[src/rtl/grr_pkg.sv]
package grr_pkg;

	localparam int unsigned DataW = 32;
	localparam int unsigned CfgW  = 5;
	localparam int unsigned ApbW  = 32;
	localparam int unsigned AddrW = 3;

	localparam logic [CfgW-1:0] GroupSizeReset = CfgW'(2);

	typedef enum logic [2:0] {
		S_IDLE = 3'b001,
		S_RD   = 3'b010,
		S_OUT  = 3'b100
	} state_t;

endpackage

[src/rtl/group_reverse_reorder_unit.sv]
// Sequence: an item that completes a group, or ends the list, moves the unit to S_RD, where the
// first result is read from the buffer, and then to S_OUT, where it is offered; each further result
// of the run passes through S_RD and S_OUT again. Throughput: one item per cycle while a group fills;
// a run holds the input off until its last result is taken, set by the single read port of the buffer.
// Reset: fill count clears, group_size returns to 2, buffer contents stay undefined.
module group_reverse_reorder_unit #(
	parameter int unsigned GROUP_MAX = 16
) (
	input  logic                          clk,
	input  logic                          arst_n,
	input  logic                          s_axis_tvalid,
	output logic                          s_axis_tready,
	input  logic [grr_pkg::DataW-1:0]     s_axis_tdata,   // value[31:0]
	input  logic                          s_axis_tlast,   // end_of_list
	output logic                          m_axis_tvalid,
	input  logic                          m_axis_tready,
	output logic [grr_pkg::DataW-1:0]     m_axis_tdata,   // out_value[31:0]
	output logic                          m_axis_tlast,   // last_of_run
	output logic                          m_axis_tuser,   // list_done
	input  logic                          psel,
	input  logic                          penable,
	input  logic                          pwrite,
	input  logic [grr_pkg::AddrW-1:0]     paddr,
	input  logic [grr_pkg::ApbW-1:0]      pwdata,
	output logic [grr_pkg::ApbW-1:0]      prdata,
	output logic                          pready
);

	localparam int unsigned AW = (GROUP_MAX > 1) ? $clog2(GROUP_MAX) : 1;
	localparam int unsigned CW = $clog2(GROUP_MAX + 1);
	localparam int unsigned EW = (CW > grr_pkg::CfgW) ? CW : grr_pkg::CfgW;

	logic [grr_pkg::DataW-1:0] mem [GROUP_MAX];
	logic [grr_pkg::DataW-1:0] rdata_q;

	grr_pkg::state_t           state_q;
	logic [grr_pkg::CfgW-1:0]  group_size_q;
	logic [CW-1:0]             fill_q;
	logic [CW-1:0]             rem_q;
	logic [AW-1:0]             addr_q;
	logic                      rev_q;
	logic                      end_q;

	logic                      in_xfer;
	logic                      out_xfer;
	logic                      cfg_wr;
	logic                      has_room;
	logic [EW-1:0]             cfg_ext;
	logic [EW-1:0]             g_eff;
	logic [EW-1:0]             n;
	logic                      emit_rev;

	assign pready        = 1'b1;
	assign cfg_wr        = psel && penable && pwrite && pready && (paddr[2] == 1'b0);
	assign prdata        = (paddr[2] == 1'b0) ? grr_pkg::ApbW'(group_size_q) : '0;

	assign s_axis_tready = (state_q == grr_pkg::S_IDLE);
	assign m_axis_tvalid = (state_q == grr_pkg::S_OUT);
	assign m_axis_tdata  = rdata_q;
	assign m_axis_tlast  = (rem_q == CW'(1));
	assign m_axis_tuser  = m_axis_tlast && end_q;

	assign in_xfer  = s_axis_tvalid && s_axis_tready;
	assign out_xfer = m_axis_tvalid && m_axis_tready;
	assign has_room = (fill_q < CW'(GROUP_MAX));

	always_comb begin
		cfg_ext = EW'(group_size_q);
		priority if (cfg_ext == '0) begin
			g_eff = EW'(1);
		end else if (cfg_ext > EW'(GROUP_MAX)) begin
			g_eff = EW'(GROUP_MAX);
		end else begin
			g_eff = cfg_ext;
		end
		n        = EW'(fill_q) + (has_room ? EW'(1) : EW'(0));
		emit_rev = (n >= g_eff);
	end

	always_ff @(posedge clk or negedge arst_n) begin
		if (!arst_n) begin
			group_size_q <= grr_pkg::GroupSizeReset;
		end else if (cfg_wr) begin
			group_size_q <= pwdata[grr_pkg::CfgW-1:0];
		end
	end

	always_ff @(posedge clk or negedge arst_n) begin
		if (!arst_n) begin
			state_q <= grr_pkg::S_IDLE;
			fill_q  <= '0;
			rem_q   <= '0;
			addr_q  <= '0;
			rev_q   <= 1'b0;
			end_q   <= 1'b0;
		end else begin
			unique case (state_q)
				grr_pkg::S_IDLE: begin
					if (in_xfer) begin
						priority if (emit_rev) begin
							rem_q   <= CW'(n);
							addr_q  <= AW'(n - EW'(1));
							rev_q   <= 1'b1;
							end_q   <= s_axis_tlast;
							fill_q  <= '0;
							state_q <= grr_pkg::S_RD;
						end else if (s_axis_tlast) begin
							rem_q   <= CW'(n);
							addr_q  <= '0;
							rev_q   <= 1'b0;
							end_q   <= 1'b1;
							fill_q  <= '0;
							state_q <= grr_pkg::S_RD;
						end else begin
							fill_q  <= CW'(n);
						end
					end
				end
				grr_pkg::S_RD: begin
					state_q <= grr_pkg::S_OUT;
				end
				grr_pkg::S_OUT: begin
					if (out_xfer) begin
						rem_q  <= rem_q - CW'(1);
						addr_q <= rev_q ? (addr_q - AW'(1)) : (addr_q + AW'(1));
						if (rem_q == CW'(1)) begin
							state_q <= grr_pkg::S_IDLE;
						end else begin
							state_q <= grr_pkg::S_RD;
						end
					end
				end
				default: begin
					state_q <= grr_pkg::S_IDLE;
				end
			endcase
		end
	end

	always_ff @(posedge clk) begin
		if (in_xfer && has_room) begin
			mem[AW'(fill_q)] <= s_axis_tdata;
		end
	end

	always_ff @(posedge clk) begin
		if (state_q == grr_pkg::S_RD) begin
			rdata_q <= mem[addr_q];
		end
	end

	a_no_overlap: assert property (@(posedge clk) disable iff (!arst_n)
		s_axis_tready |-> !m_axis_tvalid)
		else $error("input ready while a result is shown");

	a_done_is_last: assert property (@(posedge clk) disable iff (!arst_n)
		m_axis_tvalid && m_axis_tuser |-> m_axis_tlast)
		else $error("list_done without last_of_run");

	a_run_end_idle: assert property (@(posedge clk) disable iff (!arst_n)
		out_xfer && m_axis_tlast |=> s_axis_tready)
		else $error("input not reopened after end of run");

	a_fill_bound: assert property (@(posedge clk) disable iff (!arst_n)
		fill_q < CW'(GROUP_MAX))
		else $error("fill count reached buffer depth");

	a_rem_nonzero: assert property (@(posedge clk) disable iff (!arst_n)
		(state_q != grr_pkg::S_IDLE) |-> (rem_q != '0))
		else $error("drain with no results left");

endmodule
[config.mk]
export PLATFORM = sky130hd
export DESIGN_NAME = group_reverse_reorder_unit
export DESIGN_NICKNAME = d
export VERILOG_FILES = /design/src/rtl/grr_pkg.sv /design/src/rtl/group_reverse_reorder_unit.sv
export SDC_FILE = /design/constraint.sdc
export NUM_CORES = 1
export LEC_CHECK = 0
export ABC_CLOCK_PERIOD_IN_PS = 7300
export BUFFER_PORTS_ARGS = -buffer_cell sky130_fd_sc_hd__buf_2
export CORE_MARGIN = 2
export CORE_UTILIZATION = 60
export CTS_CLUSTER_DIAMETER = 100
export DETAILED_ROUTE_END_ITERATION = 10
export GPL_TIMING_DRIVEN = 0
export PLACE_DENSITY_LB_ADDON = 0.25
export RECOVER_POWER = 25
export SYNTH_ARGS = -nofsm -noshare
export SYNTH_HDL_FRONTEND = slang
export SYNTH_SLANG_ARGS = --single-unit
export TNS_END_PERCENT = 20
[constraint.sdc]
create_clock -name clk -period 7.3 [get_ports clk]
set_clock_uncertainty 0.05 [all_clocks]
set_input_delay 1.46 -clock clk [delete_from_list [all_inputs] [get_ports clk]]
set_output_delay 1.46 -clock clk [all_outputs]
set_load 0.02 [all_outputs]
After elaboration in Yosys (flattened, before gate mapping)
Memories as Yosys holds them, arrays and structs flattened. A register that Yosys moved wholly into a read port is not among the register bits.
Index checks and enable logic that the tools add are counted.
W data, S select, Z words.
- memory bits (writable): 512
- input port bits: 75
- output and inout port bits: 69
- register bits: 24
- memories kept: 1
- memories (memory ; words ; width ; rd ports ; clocked after memory_dff ; write ports ; RTL line ; source):
    mem ; 16 ; 32 ; 1 ; 1 ; 1 ; group_reverse_reorder_unit.sv:33 ; logic [grr_pkg::DataW-1:0] mem [GROUP_MAX];
- mux-type cells: 29
- equal/unequal tests: 7
- add/sub/neg operators: 5
- bitwise gates (word level): 1
- reductions and logical operators: 14
- order comparisons: 3
- operators by type and width (operator ; count):
    $mux W5 ; 9
    $mux W4 ; 5
    $mux W3 ; 4
    $pmux W5 S2 ; 1
    $pmux W3 S3 ; 1
    $pmux W4 S2 ; 1
    $sub A4 B1 Y4 const B ; 2
    $logic_and A1 B1 Y1 ; 7
    $mux W1 ; 7
    $reduce_and A3 Y1 ; 2
    $add A5 B1 Y5 ; 1
    $eq A5 B1 Y1 const B ; 1
    $ge A5 B5 Y1 ; 1
    $gt A5 B5 Y1 const B ; 1
    $logic_not A5 Y1 ; 1
    $lt A5 B5 Y1 const B ; 1
    $sub A5 B1 Y5 const B ; 1
    $add A4 B1 Y4 const B ; 1
    $ne A2 B1 Y1 const B ; 2
    $reduce_and A4 Y1 ; 1
    $reduce_bool A2 Y1 ; 2
    $eq A3 B1 Y1 const B ; 1
    $eq A3 B2 Y1 const B ; 1
    $eq A3 B3 Y1 const B ; 1
    4 further kinds ; 4

Depth between registers and ports, before layout
- word-level depth: 7
- mapped depth: 13

Worst setup path before layout
OpenSTA, ideal clock, no wires.
- kind: in2reg
- start: input s_axis_tvalid
- end: memory mem[12][0] (netlist name), enable pin
- arrival: 4.331 ns
- data required time: 6.789 ns
- stages: 5
- library setup time: 0.461 ns
- buffers on the path: 1
- path slack: 2.458 ns
- cells stage by stage: nand4bb_1 -> clkbuf_1 -> nor2_1 -> nand3_1 -> nor3_1
- cells in the longest elaborated chain, start to end: 4
- RTL lines (item ; RTL line ; source):
    start, declared ; group_reverse_reorder_unit.sv:11 ; input logic s_axis_tvalid,
    $logic_and A1 B1 Y1 ; group_reverse_reorder_unit.sv:63 ; assign in_xfer = s_axis_tvalid && s_axis_tready;
    $logic_and A1 B1 Y1 ; group_reverse_reorder_unit.sv:141 ; if (in_xfer && has_room) begin
    $mux W1 ; group_reverse_reorder_unit.sv:141 ;
    $mux W1 (implied by the code) ; group_reverse_reorder_unit.sv:142 ; mem[AW'(fill_q)] <= s_axis_tdata;
    end, declared ; group_reverse_reorder_unit.sv:33 ;
Every way passes these cells.

Final worst setup path
- start: register rem_q[1]
- end: output m_axis_tuser
- cells in the longest elaborated chain, start to end: 2
- RTL lines (item ; RTL line ; source):
    start, declared ; group_reverse_reorder_unit.sv:39 ; logic [CW-1:0] rem_q;
    start signal, assigned ; group_reverse_reorder_unit.sv:101 ; rem_q <= CW'(n);
    start signal, assigned ; group_reverse_reorder_unit.sv:108 ; rem_q <= CW'(n);
    start signal, assigned ; group_reverse_reorder_unit.sv:124 ; rem_q <= rem_q - CW'(1);
    $eq A5 B1 Y1 ; group_reverse_reorder_unit.sv:60 ; assign m_axis_tlast = (rem_q == CW'(1));
    $logic_and A1 B1 Y1 ; group_reverse_reorder_unit.sv:61 ; assign m_axis_tuser = m_axis_tlast && end_q;
    end, declared ; group_reverse_reorder_unit.sv:19 ; output logic m_axis_tuser,
Every way passes these cells.

==> results.cfg <==
[critical_path]
path_class = flop to output port
crit_fanout = 3
critPathRequiredTime_ns = 5.79
crit_chain = inv_1 -> ha_1 -> nor4b_1 -> and2_1 -> buf_2
rrSetupSlack_ns = 3.79
timing.critical_path.arrival_ns = 2.28
r2r_cells = 10
critPathTopFamily = simple AND/OR/NAND/NOR gates
slowest_delay_ns = 0.64
endpoint_kind = output port
crit_path_start_kind = flop
cpMaxStageDelayCell = nor4b_1
reg2reg_to = addr_q[0]
worstReg2RegStart = fill_q[0]
worst-path-buf-inv = 2

[clocking]
h-tree-depth = 2
clkSlewWorstSetupHoldPaths_ns = 0.06
cts_hold_buf = 0
cts_tree = done
ctsLongestPathBuffers = 3
worstSkewPairLatency_ns = 0.61
cts-buffers-inserted = 55
post_cts_buffers = 0
cts-root-buf = clkbuf_16
cts_sinks = 568
post_cts_resized = 0

[yosys]
synthArstFlopShare_pct = 4.23
seq_area_frac_synth_pct = 76.0
netlist_area_mm2 = 0.0223
ys_warn_count = 0
synth_edf_count = 544
synthDistinctLibCells = 49
ys.flop_type = edfxtp_1
synth_seq_cells = 568
syn_area_per_cell_um2 = 23.2
synth_cells = 963

[power_and_ir_drop]
leakagePower_nw = 8.63
power.total_w = 0.00921
vdd_drop_max_uv = 254
p_per_area_mw_per_mm2 = 358

[grt]
grt_pass1_vias = 10500
antenna_found_initial = 3
grt_overflow = 0
grt_first_pass_wirelength_um = 68700
track_usage_pct = 25.1
grt_max_degree = 25

[route]
drc = 0
drt-total-wl_um = 46600
drt_pre_antenna_iters = 7
wl_per_cell_um = 27.8
drtIter0Drc = 1066
routed-via-count = 10400
viasPerCell = 6.22
detail-route-antenna-nets = 0

[placement]
dp.cells = 1573
hpwl_um = 28300
portBuffers = 86
place_area_mm2 = 0.0240
gp_congestion = 0.762

[layout]
fin_area_mm2 = 0.0257
area_delta_synth_final_pct = 15.2
final_layout_size_suffix_gt1_share_pct = 29.4
finalNonFillerCells = 1675
multiInputGateArea_mm2 = 0.00498
layout.nets = 1250
final-seq-area_mm2 = 0.0169
fill_cells = 2167

[timing]
finalCriticalPeriod_ns = 3.79
drv_slew = 0
rsz0062_at_grt = false
worstMarginPinSlew_ns = 1.37
final.setup.tns_ns = 0
relSlewSlack_pct = 8.89
max_freq_ghz = 0.264
setup_violations = 0
hold_viol = 0
post-route-period-util_pct = 52.0

[flow_run]
cap_viol_max_count = 0

[die]
coreArea_mm2 = 0.0366
fp.dieW_um = 197
die_h_um = 197
start_util_pct = 60.9
core.rowCount = 70
dieArea_mm2 = 0.0387
io_pins = 144

[min_path]
hold_path_end = end_q
whs_path_depth = 1
hp-start = end_q
min_path_type = flop to flop

[status]
status = completed
==> cell type report <==
| cell class | instances | share of cell area (%) |
|---|---|---|
| Clock buffer | 57 | 5.39 |
| Sequential cell | 568 | 65.9 |
| Antenna cell | 1 | 0.00974 |
| Inverter | 14 | 0.205 |
| Multi-Input combinational cell | 337 | 19.4 |
| Clock inverter | 44 | 1.38 |
| Buffer | 70 | 2.11 |
| Tap cell | 468 | 2.28 |
| Timing Repair Buffer | 116 | 3.30 |
==> worst max path at each step <==
stage	slack, ns	cells after the start	endpoint	start
after floorplan	2.46	5	mem[12][0]	s_axis_tvalid
after global routing	3.40	5	m_axis_tuser	rem_q[1]
final	3.51	5	m_axis_tuser	rem_q[1]
after detailed placement	3.14	7	mem[4][8]	s_axis_tvalid
after global placement	-0.53	6	mem[12][8]	s_axis_tvalid
after CTS	3.48	5	m_axis_tuser	rem_q[1]
==> cells in the mapped netlist (all sizes together) (3+ instances only) <==
cell,number,area [um^2]
nand3,3,15.0
nor2b,5,31.3
clkbuf,16,60.1
nand3b,3,22.5
dfrtp,22,551
xnor2,3,26.3
ha,12,150
o21ai,12,60.1
nor2,28,105
nand2,17,63.8
a21oi,9,48.8
o21a,3,22.5
buf,54,483
inv,14,52.6
o31ai,4,30.0
mux2,5,56.3
nand2b,4,25.0
nor3,10,50.1
mux4,160,3780
xor2,4,35.0
edfxtp,544,16300
a22o,3,26.3
a211oi,5,37.5
==> flip-flops by register name (all words and copies together), names as in the netlist <==
signal        count
mem             512
m_axis_tdata     32
cfg_ext           5
fill_q            5
rem_q             5
addr_q            4
state_q           3
end_q             1
rev_q             1
==> layout by cell type (no fill, tap or decap), types with 17 or more instances in the layout <==
| cell | instances |
|---|---|
| buf_12 | 19 |
| buf_2 | 66 |
| buf_4 | 29 |
| buf_6 | 21 |
| clkbuf_1 | 41 |
| clkbuf_16 | 55 |
| clkinv_1 | 20 |
| conb_1 | 28 |
| dfrtp_1 | 22 |
| edfxtp_1 | 544 |
| mux4_1 | 48 |
| mux4_2 | 112 |
| nand2_1 | 17 |
==> report_power, final <==
| group | switching, W | internal, W | total, W | leakage, nW |
|---|---|---|---|---|
| Sequential | 0.0000765 | 0.00383 | 0.00391 | 5.20 |
| Clock | 0.00119 | 0.00155 | 0.00274 | 0.869 |
| Combinational | 0.00132 | 0.00124 | 0.00256 | 2.55 |
==> per-layer routing <==
metal  up-vias  global-route usage [%]  share of wire (%)
met5         -                       0              0.062
met4         4                    7.21                2.1
met3        74                    4.38                7.6
met2       475                    40.7                 50
met1      5425                    36.2                 40
li1       4446                       -                  -
==> metrics by stage <==
step,util (%),hold slack [ns],setup WS (ns)
2_1_floorplan,-,0.408,2.46
3_3_place_gp,64.0,0.430,-0.528
3_5_place_dp,65.5,0.433,3.14
4_1_cts,70.2,0.449,3.48
5_1_grt,70.2,0.456,3.40
6_report,70.2,0.444,3.51
==> cell families (layout without fill, tap and decap cells) <==
| logic type | after synthesis | count (layout) | share of synthesized area (%) |
|---|---|---|---|
| AO/OA/AOI/OAI | 46 | 46 | 1.37 |
| XOR/XNOR | 7 | 7 | 0.275 |
| adder cells (fa/ha/maj) | 13 | 13 | 0.763 |
| buffers and inverters | 84 | 301 | 2.67 |
| flip-flops | 568 | 568 | 76.0 |
| multiplexers | 165 | 165 | 17.2 |
| other | 2 | 29 | 0.0337 |
| AND/OR/NAND/NOR | 78 | 78 | 1.70 |
Power figures use the tool's default switching activity.
